File: config.mk
export PLATFORM = sky130hd
export DESIGN_NAME = pkvm_ram
export DESIGN_NICKNAME = d
export VERILOG_FILES = /design/src/sv/pkvm_ram.sv
export SDC_FILE = /design/constraint.sdc
export NUM_CORES = 1
export LEC_CHECK = 0
export ABC_AREA = 1
export BUFFER_PORTS_ARGS = -buffer_cell sky130_fd_sc_hd__buf_2
export CAP_MARGIN = 20
export CORE_MARGIN = 2
export CORE_UTILIZATION = 45
export CTS_BUF_LIST = sky130_fd_sc_hd__clkbuf_8
export DETAILED_ROUTE_END_ITERATION = 10
export SLEW_MARGIN = 25
export SYNTH_ARGS = -nofsm -noshare
export SYNTH_HDL_FRONTEND = slang
export SYNTH_SLANG_ARGS = --single-unit
File: constraint.sdc
create_clock -name clk -period 4 [get_ports clk]
set_clock_uncertainty 0.2 [all_clocks]
set_input_delay 0 -clock clk [delete_from_list [all_inputs] [get_ports clk]]
set_output_delay 0 -clock clk [all_outputs]
set_load 0.01 [all_outputs]
File: src/sv/pkvm_ram.sv
// Generic single-port RAM with registered read.
`default_nettype none

module pkvm_ram #(
  parameter int WIDTH = 8,
  parameter int DEPTH = 16
) (
  input  wire logic                                       clk,
  input  wire logic                                       we,
  input  wire logic [((DEPTH > 1) ? $clog2(DEPTH) : 1)-1:0] addr,
  input  wire logic [WIDTH-1:0]                           wdata,
  output logic      [WIDTH-1:0]                           rdata
);

  logic [WIDTH-1:0] mem [DEPTH];

  always_ff @(posedge clk) begin
    if (we) begin
      mem[addr] <= wdata;
    end
    rdata <= mem[addr];
  end

endmodule

`default_nettype wire

Word-level counts from Yosys, hierarchy flattened
Memories as Yosys holds them, arrays and structs flattened. A register that Yosys moved wholly into a read port is not among the register bits.
Index checks and enable logic that the tools add are counted.
{"block": "word_totals", "regBits": 0, "latch_bits": 0, "ramBits": 128, "romBits": 0, "inputBits": 14, "out_inout_bits": 8, "wordCells": 3, "n_memories": 1}
{"memory": "mem", "words": 16, "width": 8, "rd": 1, "rd_ports_with_merged_regs": 1, "write_ports": 1, "line_no": "15", "text": "logic [WIDTH-1:0] mem [DEPTH];"}
{"block": "op_classes", "addsub": 0, "mul": 0, "n_div": 0, "magnitude_cmp": 0, "eq_ne": 0, "shifts": 0, "n_mux": 2, "bitwise": 0, "n_reduce_logical": 0}
{"operator": "$mux W1", "count": 2}

Longest topological paths before layout
Gate-level depths: netlist of run 1.
{"block": "logic_depth", "depth_word": 2, "depth_mapped": 11, "mapped_depth_nobuf": 9}

Worst setup path after synthesis of run 1
OpenSTA, ideal clock, no wires.
{"block": "synth_timing", "kind": "input port to flip-flop", "start": "input port addr[1] (netlist name)", "end": "memory mem[3][0], enable pin", "setup_time_ns": 0.370, "arrival_time_ns": 1.007, "t_required_ns": 3.430, "slack_ns": 2.423, "path_stages": 4, "path_cell_list": "buf_2 clkbuf_1 nand3_1 nor2_1"}
{"item": "start, declared", "line_no": "10", "text": "input wire logic [((DEPTH > 1) ? $clog2(DEPTH) : 1)-1:0] addr,"}
{"item": "end, declared", "line_no": "15"}
No word-level cell before the write port.

==> reports/metrics.yaml, run 1 <==
floorplanning:
  dieHeight_um: 115
  core_area_um2: 12100
  rows: 40
  pin_count: 22
  start_util: 0.464
  die_width_um: 115
  dieArea_um2: 13300
drt:
  drc: 0
  num_vias: 3651
  first_iter_violations: 312
  vias_per_cell: 4.79
  ant_nets: 0
  drt_first_pass_iters: 5
  wire_per_inst_um: 15.8
  wl_um: 12100
clock_network:
  cts_max_level: 4
  clk_latency_ns: 0.45
  root_buffer: "clkbuf_8"
  cts_tree: "yes"
  cts.clk_slew.worst_paths_ns: 0.06
  clock_sinks: 136
  cts_made_buffers: 17
  cts_resized: 0
  postCtsSetupRepairBufs: 0
  cts_buffer_depth: 2
hold_path:
  hp-class: "in -> reg"
power_and_ir_drop:
  internal-power_w: 0.00210
  pwr_density_cell_nw_per_um2: 435
  power.switching_w: 0.000620
  peakVddDrop_mv: 0.257
  finalPower_w: 0.00272
  switching_share: 0.228
  p_seq_frac: 0.588
  clkPwrFrac: 0.340
  combPwrFrac: 0.073
  leakage_nw: 2.69
worst_setup_path:
  startpoint_type: "primary input"
  critPathRequiredTime_ns: 4.14
  cp.arrival_ns: 2.57
  crit_path_end_kind: "flip-flop"
  path_class: "in -> reg"
  critical_path.max_fanout: 35
synth:
  syn_inst: 548
  synth_fp_nets: 562
  ys_ff_latch: 136
  yosysTopAreaCellShare: 0.687
  syn_area_um2: 5590
  yosys_warnings: 0
  synth_cell_types: 11
  synth_top_cell_by_area: "edfxtp_1"
  ys_seq_area_frac: 0.716
  synth.top_cells.by_area: "edfxtp_1, nand2_1, dfxtp_1"
  avgSynthCellArea_um2: 10.2
placement:
  gp_congestion: 0.891
  port_buffers: 21
  dp_cells: 718
  place_area_um2: 5810
  dpl.hpwl_um: 7440
timing:
  slew_viol_final: 0
  fin_crit_ns: 2.43
  tns_ns: 0
  tightest_slew_ns: 0.904
  relSlewSlack: 0.394
  period_share: 0.607
  fmax_mhz: 412
  setup_violations: 0
  hold_violations: 0
  rsz0062_at_grt: "no"
grt:
  grt_pass1_wl_um: 18700
  track_usage: 0.197
  globalRouteOverflowTotal: 0
  grt_start_max_net_pins: 65
  antenna_found_initial: 0
  grt_pass1_vias: 3505
cells_and_area:
  final_util: 0.518
  area_growth_syn_to_layout_pct: 11.8
  n_antenna_cell: 0
  drive_gt1_frac: 0.0825
  final-instance-count-excl-fill: 762
  final_nets: 595
  design_area_um2: 6250
outcome:
  status: "finished, final reports clean"
flow_run:
  max_cap_viol_count: 0
## stage by stage
stage | hold WS [ns] | worst slack, ns
after floorplan | -0.101 | 2.42
after global placement | 0.196 | 1.40
after detailed placement | 0.196 | 1.32
after CTS | 0.0355 | 1.67
after global routing | 0.105 | 1.32
final | 0.0813 | 1.57
## layout by cell type (no fill, tap or decap)
cell type	n
nand2_1	346
edfxtp_1	128
inv_1	28
buf_2	21
clkbuf_8	20
nor2_1	18
dlygate4sd3_1	12
dfxtp_1	8
clkinv_2	5
nand3_1	4
buf_4	2
inv_2	1
clkinv_1	1
## synth_stat cells (all sizes together)
cell,count
clkinv,1
edfxtp,128
nand2,346
inv,22
nor2,18
dfxtp,8
buf,18
clkbuf,3
nand3,4
## routing by layer
layer	track usage	vias up	routed length (um)
met5	0	-	0
met4	0.105	0	329
met1	0.258	1690	5380
li1	-	1815	-
met2	0.307	121	5760
met3	0.0476	25	591
## critical path, stage by stage
cell and delay (ns):
buf_2 0.48, clkinv_1 0.91, nand2_1 0.28, nand2_1 0.09
nand2_1 0.07, nand2_1 0.06, dlygate4sd3_1 0.56, inv_1 0.08
nand2_1 0.05
## path summary, 6_finish.rpt
kind / slack, ns / from / depth (start not counted) / endpoint
setup / recovery: 1.57 / addr[1] / 9 / rdata[5]
hold reg to reg: 0.53 / mem[8][5] / 8 / rdata[5]
setup reg to reg: 2.23 / mem[4][5] / 9 / rdata[5]
hold / removal: 0.08 / addr[1] / 7 / rdata[5]
## area by class of cell
type                       instances  area (um2)
fill                            1087        5810
sequential                       136        4000
multi-input combinational        368        1390
clock buffer                      20         275
timing repair buffer              35         240
tap                              168         210
inverter                          23        86.3
clock inverter                    12        51.3
## cell families after synthesis
kind of cell | after synthesis | synth area share
buf+inv | 44 | 0.0362
simple gates | 368 | 0.248
flops | 136 | 0.716
## power by group through the flow
stage                     registers (W)  clock network, W  logic [W]
final                           0.00160          0.000925   0.000198
after global routing            0.00160           0.00101   0.000224
after CTS                       0.00160          0.000952   0.000200
after detailed placement        0.00163                 0   0.000190
after global placement          0.00163                 0   0.000189
after floorplan                 0.00164                 0   0.000110
## repair_timing
item / CTS / global route
hold buffers: 12 / 0
hold endpoints to repair: 144 / 0
endpoints found under the setup margin: 0 / 0
## flip-flops by register name, summed over array words and instances, names as in the netlist
name	count
mem	128
rdata	8
No activity file was read; power rests on OpenSTA's default activity.
==> run 2, diff against run 1 <==
clock period = 2.1 ns   (was 4 ns; I/O delays follow)
==> run 2 against run 1 <==
Net effect: register-to-register slack got worse by 1.4 ns; largest cell class unchanged; via count rose by 1.1%; clock-buffer cell count did not move; worst hold slack got worse by 0.023 ns; combinational power rose by 94%; cell count rose by 2.6%; critical path type unchanged; power rose by 110%; die area did not move.
==> reports/metrics.yaml, run 2 (synthesized netlist as in run 1, its figures left out) <==
outcome:
  status: "finished, final reports clean"  # unchanged
grt:
  grt_pass1_vias: 3637  # was 3505
  grt_start_max_net_pins: 49  # was 65
  grt_pass1_wl_um: 19300  # was 18700 um
  track_usage: 0.202  # was 0.197
  antenna_found_initial: 0  # unchanged
  globalRouteOverflowTotal: 0  # unchanged
power_and_ir_drop:
  switching_share: 0.212  # was 0.228
  leakage_nw: 2.82  # was 2.69 nW
  clkPwrFrac: 0.401  # was 0.340
  p_seq_frac: 0.532  # was 0.588
  internal-power_w: 0.00451  # was 0.00210 W
  power.switching_w: 0.00122  # was 0.000620 W
  peakVddDrop_mv: 0.570  # was 0.257 mV
  pwr_density_cell_nw_per_um2: 880  # was 435 nW/um2
  combPwrFrac: 0.067  # was 0.073
timing:
  hold_ws_ns: 0.0586  # was 0.0813 ns
  rsz0062_at_grt: "no"  # unchanged
  period_share: 0.808
  fmax_mhz: 589
  relSlewSlack: 0.595  # was 0.394
  setup_violations: 0  # unchanged
  tns_ns: 0  # unchanged
  fin_crit_ns: 1.70
  hold_violations: 0  # unchanged
  slew_viol_final: 0  # unchanged
  tightest_slew_ns: 0.606  # was 0.904 ns
clock_network:
  clock_sinks: 136  # unchanged
  cts_buffer_depth: 2  # unchanged
  cts_max_level: 4  # unchanged
  cts_resized: 0  # unchanged
  postCtsSetupRepairBufs: 0  # unchanged
  clk_latency_ns: 0.44  # was 0.45 ns
  cts_made_buffers: 17  # unchanged
  ctsHoldBuffers: 12  # unchanged
  root_buffer: "clkbuf_8"  # unchanged
  cts.clk_slew.worst_paths_ns: 0.07  # was 0.06 ns
  cts_tree: "yes"  # unchanged
placement:
  port_buffers: 21  # unchanged
  place_area_um2: 5960  # was 5810 um2
  dp_cells: 738  # was 718
  gp_congestion: 0.830  # was 0.891
  dpl.hpwl_um: 7630  # was 7440 um
drt:
  ant_nets: 0  # unchanged
  num_vias: 3690  # was 3651
  wire_per_inst_um: 15.7  # was 15.8 um
  wl_um: 12300  # was 12100 um
  drt_first_pass_iters: 4  # was 5
  drc: 0  # unchanged
  first_iter_violations: 280  # was 312
  vias_per_cell: 4.72  # was 4.79
worst_setup_path:
  cpMostUsedCell: "nand2_1"  # unchanged
  path_class: "in -> reg"  # unchanged
  r2r_cells: 8  # was 9
  path_delay_family: "buffers and inverters"  # unchanged
  crit_path_cell_trace: "dlygate4sd3_1 > buf_2 > inv_1 > nor2_1 > dlygate4sd3_1 > nand2_1 > nand2_1 > inv_1 > nand2_1"  # was buf_2 > clkinv_1 > nand2_1 > nand2_1 > nand2_1 > nand2_1 > dlygate4sd3_1 > inv_1 > nand2_1
  r2r-end: "rdata[6]"  # was rdata[5]
  critical_path.max_fanout: 8  # was 35
  slowest_delay_ns: 0.71  # was 0.91 ns
  path_buf_inv: 5  # was 4
  cp.arrival_ns: 1.88  # was 2.57 ns
  cp_slowest_cell: "dlygate4sd3_1"  # was clkinv_1
  reg2reg_from: "mem[4][6]"  # was mem[4][5]
  startpoint_type: "primary input"  # unchanged
  ff2ff_setup_slack_ns: 0.87  # was 2.23 ns
  critPathRequiredTime_ns: 2.28  # was 4.14 ns
  crit_path_end_kind: "flip-flop"  # unchanged
cells_and_area:
  design_area_um2: 6510  # was 6250 um2
  mostFrequentLayoutCells: "nand2_1, edfxtp_1, inv_1, buf_4, buf_2"  # was nand2_1, edfxtp_1, inv_1, buf_2, clkbuf_8
  regMostFlops: "mem"  # unchanged
  nFillCells: 1084  # was 1087
  reg_top3: "mem x128, rdata x8"  # unchanged
  final_common_cell: "nand2_1"  # unchanged
  drive_gt1_frac: 0.117  # was 0.0825
  area_growth_syn_to_layout_pct: 16.4  # was 11.8%
  final-instance-count-excl-fill: 782  # was 762
  largest_reg_flops: 128  # unchanged
  n_antenna_cell: 0  # unchanged
  final_nets: 615  # was 595
  final_util: 0.540  # was 0.518
floorplanning:
  dieHeight_um: 115  # unchanged
  start_util: 0.464  # unchanged
  die_width_um: 115  # unchanged
  rows: 40  # unchanged
  pin_count: 22  # unchanged
  dieArea_um2: 13300  # unchanged
  core_area_um2: 12100  # unchanged
hold_path:
  hp-class: "in -> reg"  # unchanged
  holdPathStages: 4  # was 7
  min-delay-start: "addr[1]"  # unchanged
  hold_end: "mem[4][3]"  # was rdata[5]
flow_run:
  max_cap_viol_count: 0  # unchanged
## run 2: changes by cell type in the layout (fill, tap and decap cells not counted)
cell and delta:
inv_1 -5, buf_4 +20, bufinv_16 +4, clkinv_2 -1, clkinv_1 +2
## run 2: metrics by stage
step	worst slack, ns	total power (W)
after CTS	0.459	0.00578
after global routing	0.276	0.00594
after global placement	0.335	0.00348
after floorplan	0.523	0.00332
final	0.403	0.00573
after detailed placement	0.320	0.00348
## run 2: cell type report
type                    instances  area [um2]  share of cell area
well taps                     168         210              0.0323
flip-flops and latches        136        4000               0.615
inverters                      23        86.3              0.0133
clock inverters                12         155              0.0238
repair buffers                 55         390              0.0600
multi-input cells             368        1390               0.213
clock buffers                  20         275              0.0423
## run 2: worst max path at each step
stage          startpoint        end  cells past startpoint
3_5_place_dp      addr[0]   rdata[2]                     10
6_report          addr[2]   rdata[1]                      9
4_1_cts           addr[2]   rdata[2]                      9
3_3_place_gp      addr[0]   rdata[2]                     10
5_1_grt           addr[2]   rdata[1]                      9
2_1_floorplan     addr[1]  mem[3][0]                      4
## run 2: tightest hold or removal path, stage by stage
cell      delay (ns)
buf_2           0.09
clkinv_1        0.13
nand3_1         0.20
nor2_1          0.10
## run 2: layer usage
| layer | global-route usage | vias to the layer above | part of all wire | wire length (um) |
|---|---|---|---|---|
| met5 | 0 | - | 0 | 0 |
| met4 | 0.0940 | 0 | 0.017 | 204 |
| met3 | 0.0465 | 16 | 0.061 | 749 |
| met2 | 0.306 | 115 | 0.46 | 5620 |
| met1 | 0.280 | 1707 | 0.47 | 5720 |
| li1 | - | 1852 | - | - |
## run 2: power groups by stage
stage          registers [W]  logic [W]  clock network [W]
2_1_floorplan        0.00312   0.000209                  0
3_3_place_gp         0.00311   0.000370                  0
6_report             0.00305   0.000385            0.00230
3_5_place_dp         0.00311   0.000372                  0
4_1_cts              0.00305   0.000391            0.00234
5_1_grt              0.00305   0.000437            0.00245
