**src/sv/pkvm_pkg.sv**
```systemverilog
// Shared types, widths and codes for the paged KV slot mapper.
`default_nettype none

package pkvm_pkg;

  // Parameter defaults
  localparam int DEF_MAX_SEQS            = 256;
  localparam int DEF_MAX_BLOCKS_PER_SEQ  = 256;
  localparam int DEF_MAX_TOKENS_PER_ITEM = 64;
  localparam int DEF_PHYS_BLOCK_BITS     = 20;

  // Field widths
  localparam int BS_W       = 11;
  localparam int MBT_W      = 16;
  localparam int SEQ_IDX_W  = 8;
  localparam int BLK_IDX_W  = 8;
  localparam int PHYS_W     = 20;
  localparam int NTOK_W     = 7;
  localparam int CACHED_W   = 18;
  localparam int POS_W      = 19;
  localparam int SLOT_W     = 30;
  localparam int TIX_W      = 16;
  localparam int QS_W       = 16;
  localparam int MAXB_W     = 10;
  localparam int STATUS_W   = 2;
  localparam int ACC_W      = 17;
  localparam int DIV_W      = 19;
  localparam int CFG_IDX_W  = 1;
  localparam int CFG_DATA_W = 16;

  // Register reset values and limits
  localparam logic [BS_W-1:0]   BS_RESET  = 11'd16;
  localparam logic [BS_W-1:0]   BS_MAX    = 11'd1024;
  localparam logic [MBT_W-1:0]  MBT_RESET = 16'd8192;
  localparam logic [ACC_W-1:0]  ACC_MAX   = 17'h1FFFF;
  localparam logic [MAXB_W-1:0] MAXB_MAX  = 10'd1023;

  // Configuration register indexes
  localparam logic [CFG_IDX_W-1:0] CFG_BLOCK_SIZE  = 1'b0;
  localparam logic [CFG_IDX_W-1:0] CFG_MAX_BATCHED = 1'b1;

  // Request types
  localparam logic REQ_TABLE = 1'b0;
  localparam logic REQ_SEQ   = 1'b1;

  // Result status codes
  localparam logic [STATUS_W-1:0] STATUS_OK      = 2'd0;
  localparam logic [STATUS_W-1:0] STATUS_MISSING = 2'd1;
  localparam logic [STATUS_W-1:0] STATUS_LIMIT   = 2'd2;

  typedef enum logic [2:0] {
    S_IDLE,
    S_LOOKUP,
    S_NEED,
    S_POS,
    S_RD,
    S_MUL,
    S_PUT,
    S_FLAG
  } state_t;

endpackage

`default_nettype wire

```
**src/sv/pkvm_div.sv**
```systemverilog
// Restoring divider, one quotient bit per cycle.
`default_nettype none

module pkvm_div (
  input  wire logic                       clk,
  input  wire logic                       rst,
  input  wire logic                       start,
  input  wire logic [pkvm_pkg::DIV_W-1:0] dividend,
  input  wire logic [pkvm_pkg::BS_W-1:0]  divisor,
  output logic                            done,
  output logic      [pkvm_pkg::DIV_W-1:0] quot,
  output logic      [pkvm_pkg::BS_W-1:0]  rem
);

  localparam int CNT_W = $clog2(pkvm_pkg::DIV_W + 1);

  logic [CNT_W-1:0]            cnt;
  logic [pkvm_pkg::BS_W:0]     trial;
  logic [pkvm_pkg::BS_W:0]     diff;
  logic                        ge;

  assign trial = {rem, quot[pkvm_pkg::DIV_W-1]};
  assign ge    = trial >= {1'b0, divisor};
  assign diff  = trial - {1'b0, divisor};

  always_ff @(posedge clk) begin
    if (rst) begin
      cnt  <= '0;
      done <= 1'b0;
    end else begin
      done <= 1'b0;
      if (start) begin
        cnt <= CNT_W'(pkvm_pkg::DIV_W);
      end else if (cnt != '0) begin
        cnt <= cnt - CNT_W'(1);
        if (cnt == CNT_W'(1)) begin
          done <= 1'b1;
        end
      end
    end
  end

  always_ff @(posedge clk) begin
    if (start) begin
      rem  <= '0;
      quot <= dividend;
    end else if (cnt != '0) begin
      rem  <= ge ? diff[pkvm_pkg::BS_W-1:0] : trial[pkvm_pkg::BS_W-1:0];
      quot <= {quot[pkvm_pkg::DIV_W-2:0], ge};
    end
  end

endmodule

`default_nettype wire

```
**config.mk**
```make
export PLATFORM = sky130hd
export DESIGN_NAME = pkvm_div
export DESIGN_NICKNAME = d
export VERILOG_FILES = /design/src/sv/pkvm_pkg.sv /design/src/sv/pkvm_div.sv
export SDC_FILE = /design/constraint.sdc
export NUM_CORES = 1
export LEC_CHECK = 0
export ABC_AREA = 1
export BUFFER_PORTS_ARGS = -buffer_cell sky130_fd_sc_hd__buf_2
export CORE_ASPECT_RATIO = 1.4
export CORE_UTILIZATION = 54
export CTS_CLUSTER_SIZE = 10
export DETAILED_ROUTE_END_ITERATION = 7
export PLACE_DENSITY = 0.94
export RECOVER_POWER = 100
export SKIP_CTS_REPAIR_TIMING = 1
export SYNTH_ARGS = -nofsm -noshare
export SYNTH_HDL_FRONTEND = slang
export SYNTH_SLANG_ARGS = --single-unit
```
**constraint.sdc**
```tcl
create_clock -name clk -period 2.7 [get_ports clk]
set_input_delay 0.27 -clock clk [delete_from_list [all_inputs] [get_ports clk]]
set_output_delay 0.27 -clock clk [all_outputs]
set_load 0.1 [all_outputs]
```
After elaboration in Yosys (flattened, before gate mapping)
Index checks and enable logic that the tools add are counted.
- output and inout port bits: 31
- register bits after elaboration: 36
- eq/ne operators: 1
- bitwise gates (word level): 1
- order comparisons: 1
- reduce and logical (&&, ||, !) cells: 4
- mux-type cells: 6
- add/sub/neg operators: 2
- operators by type and width (cell ; count):
    2-to-1 mux 19 bit ; 2
    greater-or-equal comparator 12 x 11 -> 1 bit ; 1
    2-to-1 mux 11 bit ; 1
    subtractor 11 bit ; 1
    2-to-1 mux 5 bit ; 2
    equality test 5 x 1 -> 1 bit, second input constant ; 1
    nonzero test 5 bit ; 1
    subtractor 5 x 1 -> 5 bit, second input constant ; 1
    OR reduction 3 bit ; 1
    nonzero test 2 bit ; 1
    OR reduction 2 bit ; 1
    2-to-1 mux 1 bit ; 1
    NOT 1 bit ; 1

Logic depth before layout (Yosys ltp)
Gate-level depths: netlist of run 1.
- depth in word-level cells: 3
- mapped depth: 12

Worst setup path before layout of run 1
No wires, ideal clock.
- path type: reg-to-reg
- from: reg quot[18] (netlist name)
- to: reg rem[7] (netlist name)
- slack: 0.194 ns
- period minus slack after synthesis: 2.506 ns
- buffers on the path: 1
- arrival time: 2.390 ns
- library setup time: 0.116 ns
- required time: 2.584 ns
- cell stages (with the launch flop): 13
- cells stage by stage: edfxtp_1 inv_1 ha_1 fa_1 inv_1 nand3_1 nand3_2 nand2_2 nand4_4 buf_12 nand3_2 nand3_1 nand2_1
- longest elaborated chain between the ends: 2
- elaborated cells on any way between the ends: 3
- those cells by class: add/sub: 1; order compare: 1; mux: 1
- RTL lines (what ; RTL line ; source):
    start, declared ; pkvm_div.sv:11 ; output logic [pkvm_pkg::DIV_W-1:0] quot,
    start signal, assigned ; pkvm_div.sv:46 ; quot <= dividend;
    start signal, assigned ; pkvm_div.sv:49 ; quot <= {quot[pkvm_pkg::DIV_W-2:0], ge};
    subtractor 11 bit or greater-or-equal comparator 12 x 11 -> 1 bit (tied branches) ; pkvm_div.sv:24, pkvm_div.sv:23 ;
    2-to-1 mux 11 bit * ; pkvm_div.sv:48 ; rem <= ge ? diff[pkvm_pkg::BS_W-1:0] : trial[pkvm_pkg::BS_W-1:0];
    end signal, assigned ; pkvm_div.sv:48 ;
    end, declared ; pkvm_div.sv:12 ; output logic [pkvm_pkg::BS_W-1:0] rem
Every way passes the cells marked *; elsewhere a longest branch is shown, timed or not.
A chain may end at the register's enable or synchronous reset.

Worst setup path after layout of run 1
- from: reg quot[18] (netlist name)
- to: reg quot[0] (netlist name), data pin
- longest elaborated chain between the ends: 3
- RTL lines (what ; RTL line ; source):
    greater-or-equal comparator 12 x 11 -> 1 bit ; pkvm_div.sv:23 ; assign ge = trial >= {1'b0, divisor};
    2-to-1 mux 19 bit ; pkvm_div.sv:47 ; end else if (cnt != '0) begin
    2-to-1 mux 19 bit ; pkvm_div.sv:44 ; if (start) begin
Every way passes these cells. The select of a mux whose other input is x is not followed.

==> results of run 1 <==
-- placed cells by master, fill, tap and decap left out, types with 3 or more instances in the layout --
cell / netlist / final
inv_2: 3 / 3
inv_1: 49 / 49
a21oi_1: 5 / 5
nor2_1: 12 / 12
dfxtp_1: 17 / 17
nand2_1: 124 / 124
clkbuf_1: 4 / 34
buf_2: 2 / 31
edfxtp_1: 19 / 19
nand3_2: 6 / 4
clkbuf_8: 0 / 5
ha_1: 13 / 13
nand3_1: 25 / 27
nand2_2: 13 / 13
nand4_1: 14 / 14
-- power groups by stage --
stage                     Combinational, W  Sequential [W]  Clock, W
after floorplan                   0.000698         0.00148         0
after CTS                          0.00164        0.000775  0.000509
final                              0.00160        0.000778  0.000506
after global placement             0.00159        0.000782         0
after detailed placement           0.00163        0.000783         0
after global routing               0.00171        0.000794  0.000526
-- stage by stage --
step           total power [W]  hold slack (ns)  utilization, %  instance area [µm²]  setup WS, ns
6_report              0.002885           0.1652           65.67                 2784        0.3435
5_1_grt               0.003034           0.1838           65.67                 2784        0.2075
4_1_cts               0.002921           0.1651           67.24                 2850        0.5295
3_5_place_dp          0.002411           0.4405           64.52                 2735        0.5412
3_3_place_gp          0.002376           0.4285           64.52                 2735        0.6817
2_1_floorplan         0.002179           0.3391               -                 2394        0.1944
-- routing by layer --
metal  vias to the layer above  GRT usage [%]  routed length, µm
met5                         -              0                  0
met4                         0          14.05                194
met3                        20          6.051                276
met2                        83          46.32               2912
met1                      1023          26.88               2185
li1                       1162              -                  -
-- path summary, 6_finish.rpt --
check / start / endpoint / slack [ns]
worst max-delay path: quot[18] / quot[0] / 0.34
worst min-delay path: rst / cnt[4] / 0.17
worst max register to register: quot[18] / quot[0] / 0.34
worst min register to register: cnt[4] / done / 0.45
-- cells by family (layout without fill, tap and decap cells) --
family,count (synthesis),count (layout),share of synthesized area (%)
AOI/OAI and AO/OA,9,9,2.300
xor gates and xnor gates,4,4,1.464
adders and majority gates,14,14,7.632
buffers and inverters,62,126,11.13
DFF,36,36,38.06
and+or+nand+nor,203,203,39.42
-- flip-flops by register name, summed over array words and instances (netlist names) --
register / count
quot: 19
cnt: 5
rem: 11
done: 1
-- synthesized netlist by cell type (2+ instances only) --
library cell,number
buf_4,2
buf_2,2
inv_2,3
nand2_2,13
a21oi_1,5
edfxtp_1,19
xnor2_1,2
dfxtp_1,17
clkbuf_1,4
nand3_1,25
nand2_1,124
ha_1,13
nor2_1,12
nand3_2,6
xor2_1,2
nor2_2,2
nand4_1,14
inv_1,49
-- cell type report --
type | instances | area, µm² | share of cell area (%)
clock buffer | 5 | 68.82 | 2.472
clock inverter | 3 | 46.29 | 1.663
inverter | 52 | 195.2 | 7.011
multi-input combinational | 230 | 1197 | 43.01
sequential | 36 | 910.9 | 32.72
tap | 60 | 75.07 | 2.697
timing repair buffer | 66 | 290.3 | 10.43
-- worst reg2reg max path, delay by kind of cell, from the launching register on --
| family | cells | cell delay [ns] |
|---|---|---|
| buffers and inverters | 2 | 0.17 |
| DFF | 1 | 0.41 |
| adders and majority gates | 2 | 0.41 |
| and+or+nand+nor | 6 | 1.13 |
==> metrics.md, run 1 <==
| Metric | Value |
|---|---|
| Type of the worst min-delay path | `input port to flop` |
| Synth cell types | `32` |
| Critical Path AT | `2.41 ns` |
| R2R depth | `10` |
| CTS Buffer Depth | `2` |
| GRT Residual Overflow | `0` |
| FFs w/ async S/R, synth | `0%` |
| Max cap viols | `0` |
| Unrepaired setup endpoints after global routing | `false` |
| First-pass GRT wire length | `9.204 mm` |
| Worst slew pin tran | `1.196 ns` |
| Worst setup EP type | `flop` |
| H-tree levels | `2` |
| Switch Pwr | `~0.0016 W` |
| Clock-pin slew on the worst setup and hold paths | `0.08 ns` |
| Detailed Route WL | `5.568 mm` |
| Top cell type's share of synthesized area | `roughly a quarter` |
| Logic pwr share | `between 50% and 60%` |
| Sw Share | `between 50% and 60%` |
| Worst Path Buf+Inv | `2` |
| Main synth FF type | `edfxtp_1` |
| Total CTS buffers | `5` |
| Die ar. | `4706 µm²` |
| Setup TNS | `0 ns` |
| Clock power frac | `17.5%` |
| Gate Count Post-Synth | `328` |
| DP Cell Count | `approximately 440` |
| Sequential share of the synthesized area | `38.06%` |
| Initial Utilization | `between 50% and 60%` |
| Pin count of the biggest net entering global routing | `21` |
| Pwr dens | `between 1000 and 1500 nW/µm²` |
| Detail Route Antenna Nets | `0` |
| Average wire per standard cell | `12.32 µm` |
| Die span in x | `58.27 µm` |
| Layout Cells excl Fill | `between 400 and 500` |
| Vias in the first global route | `2238` |
| Overall Global Routing Usage | `25.60%` |
| Antenna cells | `0` |
| Post-Syn Area | `2394 µm²` |
| Data required, critical path | `around 2.8 ns` |
| P_leak | `1.454 nW` |
| Mean Syn Cell Area | `7.297 µm²` |
| Std-Cell Rows | `28` |
| Drt first pass iters | `4` |
| RePlAce Congestion | `0.9421` |
| Period minus WS final | `between 2 and 2.5 ns` |
| Nets | `438` |
| Worst relative slew slack | `20.64%` |
| DR iter-0 viols | `129` |
| CTS tree | `built` |
| Sequential group share of total power | `27.0%` |
| Total core area | `4239 µm²` |
| Root buffer cell | `clkbuf_8` |
| Pint | `roughly 0.0013 W` |
| Share of layout cells above drive strength 1 | `17.09%` |
| Worst skew pair latency | `0.30 ns` |
| Largest area contributor in the netlist | `edfxtp_1` |
| Worst path cell trace | `inv_1 > ha_1 > fa_1 > inv_1 > nand3_1 > nand3_2 > nand2_2 > nand4_2 > nand2_1 > nand2_1` |
| Startpoint Class | `flop` |
| Clock skew | `roughly 0.0079 ns` |
| # setup viols final | `0` |
| Via count | `2288` |
| Slowest CP cell | `nand4_2` |
| Hold Fails Final Rpt | `0` |
| Final Slew Violations | `0` |
| Yosys warnings | `0` |
| Number of I/O port buffers | `63` |
| Layout fillers | `378` |
| CTS sink count | `36` |
| IO Count | `64` |
| Max Freq | `roughly 420 MHz` |
| EDFF count, synth | `19` |
| Top delay family on crit path | `simple AND/OR/NAND/NOR gates` |
| WS Path Type | `flop to flop` |
| P&R area growth vs syn | `16.31%` |
| Peak VDD IR | `0.6384 mV` |
| Hold Crit Depth | `2` |
| Initial antenna violation count | `0` |
| Top cells by area, synth | `edfxtp_1 24%, nand2_1 19%, dfxtp_1 14%, inv_1 7.7%, ha_1 6.8%` |
| Post-DP HPWL | `between 4 and 5 mm` |
| Fin crit share | `87.28%` |
| Status | `finished, final reports clean` |
| Worst path depth | `10` |
| Seq cells post-synth | `36` |
| Crit path max fanout | `12` |
| Post-Syn Nets | `375` |
| Die Span Y | `80.78 µm` |
| Vias/cell | `~5.1` |
| Max incr delay on CP | `0.44 ns` |
| Drt drc | `0` |
No activity file was read; power rests on OpenSTA's default activity.
==> inputs of run 2 (changes only) <==
- clock period: 2.7 -> 3.1 ns (I/O delays scaled with it)
==> metrics.md, run 2 (synthesized netlist as in run 1, its figures left out) <==
| Metric | Value |
|---|---|
| Status | `finished, final reports clean` |
| Pint | `0.001053 W` |
| Vias in the first global route | `around 2100` |
| Nets | `approximately 440` |
| Crit path max fanout | `19` |
| Reg with most FFs | `quot` |
| Die ar. | `4706 µm²` |
| Startpoint Class | `flop` |
| Setup TNS | `0 ns` |
| Detail Route Antenna Nets | `0` |
| H-tree levels | `2` |
| Max cap viols | `0` |
| Largest register FFs | `19` |
| GRT Residual Overflow | `0` |
| Data required, critical path | `about 3 ns` |
| Pwr dens | `875.2 nW/µm²` |
| Initial Utilization | `a little under three fifths` |
| Logic pwr share | `57.3%` |
| # setup viols final | `0` |
| Total CTS buffers | `5` |
| Leading cell type in the layout, fill and taps excluded | `nand2_1` |
| Peak VDD IR | `0.4946 mV` |
| Std-Cell Rows | `28` |
| CTS tree | `built` |
| Clock skew | `0.005557 ns` |
| Switch Pwr | `0.001353 W` |
| Type of the worst min-delay path | `input port to flop` |
| Detailed Route WL | `between 5 and 6 mm` |
| Most frequent cells in the layout | `127 x nand2_1, 49 x inv_1, 33 x clkbuf_1, 32 x buf_2, 28 x nand3_1` |
| Drt drc | `0` |
| Worst relative slew slack | `about a fifth` |
| Number of I/O port buffers | `63` |
| Sequential group share of total power | `28.3%` |
| Root buffer cell | `clkbuf_8` |
| Vias/cell | `around 5.0` |
| Clock-pin slew on the worst setup and hold paths | `0.08 ns` |
| Worst skew pair latency | `around 0.30 ns` |
| RePlAce Congestion | `0.9298` |
| Overall Global Routing Usage | `24.92%` |
| P_leak | `1.437 nW` |
| Worst setup EP type | `flop` |
| PnR Total Power | `0.002406 W` |
| IO Count | `64` |
| Largest registers | `quot (19), rem (11), cnt (5)` |
| CTS sink count | `36` |
| Max Freq | `416.8 MHz` |
| Fin crit share | `between 70% and 80%` |
| Share of layout cells above drive strength 1 | `16.11%` |
| Average wire per standard cell | `12.08 µm` |
| Period minus WS final | `around 2.4 ns` |
| Final Slew Violations | `0` |
| Die span in x | `slightly below 60 µm` |
| Sw Share | `between 50% and 60%` |
| Antenna cells | `0` |
| P&R area growth vs syn | `14.85%` |
| Total core area | `4239 µm²` |
| Critical Path AT | `2.33 ns` |
| DR iter-0 viols | `118` |
| Post-DP HPWL | `4.067 mm` |
| First-pass GRT wire length | `9.018 mm` |
| WS Path Type | `flop to flop` |
| Pin count of the biggest net entering global routing | `22` |
| Via count | `2265` |
| Clock power frac | `14.4%` |
| Initial antenna violation count | `0` |
| Hold Fails Final Rpt | `0` |
| Worst slew pin tran | `approximately 1.2 ns` |
| Unrepaired setup endpoints after global routing | `false` |
| Drt first pass iters | `5` |
| CTS Buffer Depth | `2` |
| Die Span Y | `between 80 and 90 µm` |
## run 2: power groups by stage
stage,clock [W],sequential [W],combinational [W]
floorplan,0,0.00129,0.000608
global placement,0,0.000686,0.00139
detailed placement,0,0.000687,0.00141
CTS,0.000350,0.000679,0.00142
global route,0.000368,0.000692,0.00148
finish,0.000347,0.000681,0.00138
## run 2: worst max-delay path: stages (launching register included)
cell      delay [ns]
dfxtp_1         0.32
inv_1           0.11
ha_1            0.18
nand2_1         0.10
nor2_1          0.11
nand2_1         0.09
nor2_1          0.10
clkbuf_1        0.50
inv_1           0.53
## run 2: final cells by class
cell class	instances	area, µm²
clock inverter	3	21.27
tap	60	75.07
multi-input combinational	230	1194
sequential	36	910.9
inverter	52	195.2
fill	369	1490
timing repair buffer	65	284.0
clock buffer	5	68.82
## run 2: worst paths after layout
kind,from,to,slack (ns),depth (start not counted)
min,rst,cnt[4],0.22,2
max reg2reg,cnt[0],quot[1],0.70,8
min reg2reg,cnt[4],done,0.47,1
max,cnt[0],quot[1],0.70,8
## run 2: stage by stage
stage	area [µm²]	util, %	setup WS (ns)	std cells	hold WS, ns
floorplan	2394	-	0.5944	328	0.3791
global placement	2728	64.34	1.035	443	0.4303
detailed placement	2728	64.34	0.9639	443	0.4438
CTS	2818	66.47	0.9517	451	0.2154
global route	2749	64.85	0.4619	451	0.2241
finish	2749	64.85	0.7006	451	0.2243
## run 2: routing by layer
metal	GRT usage, %	vias up	wire length [µm]
li1	-	1161	-
met1	28.89	994	2172
met2	44.71	96	2828
met3	5.096	14	326
met4	9.286	0	119
met5	0	-	0
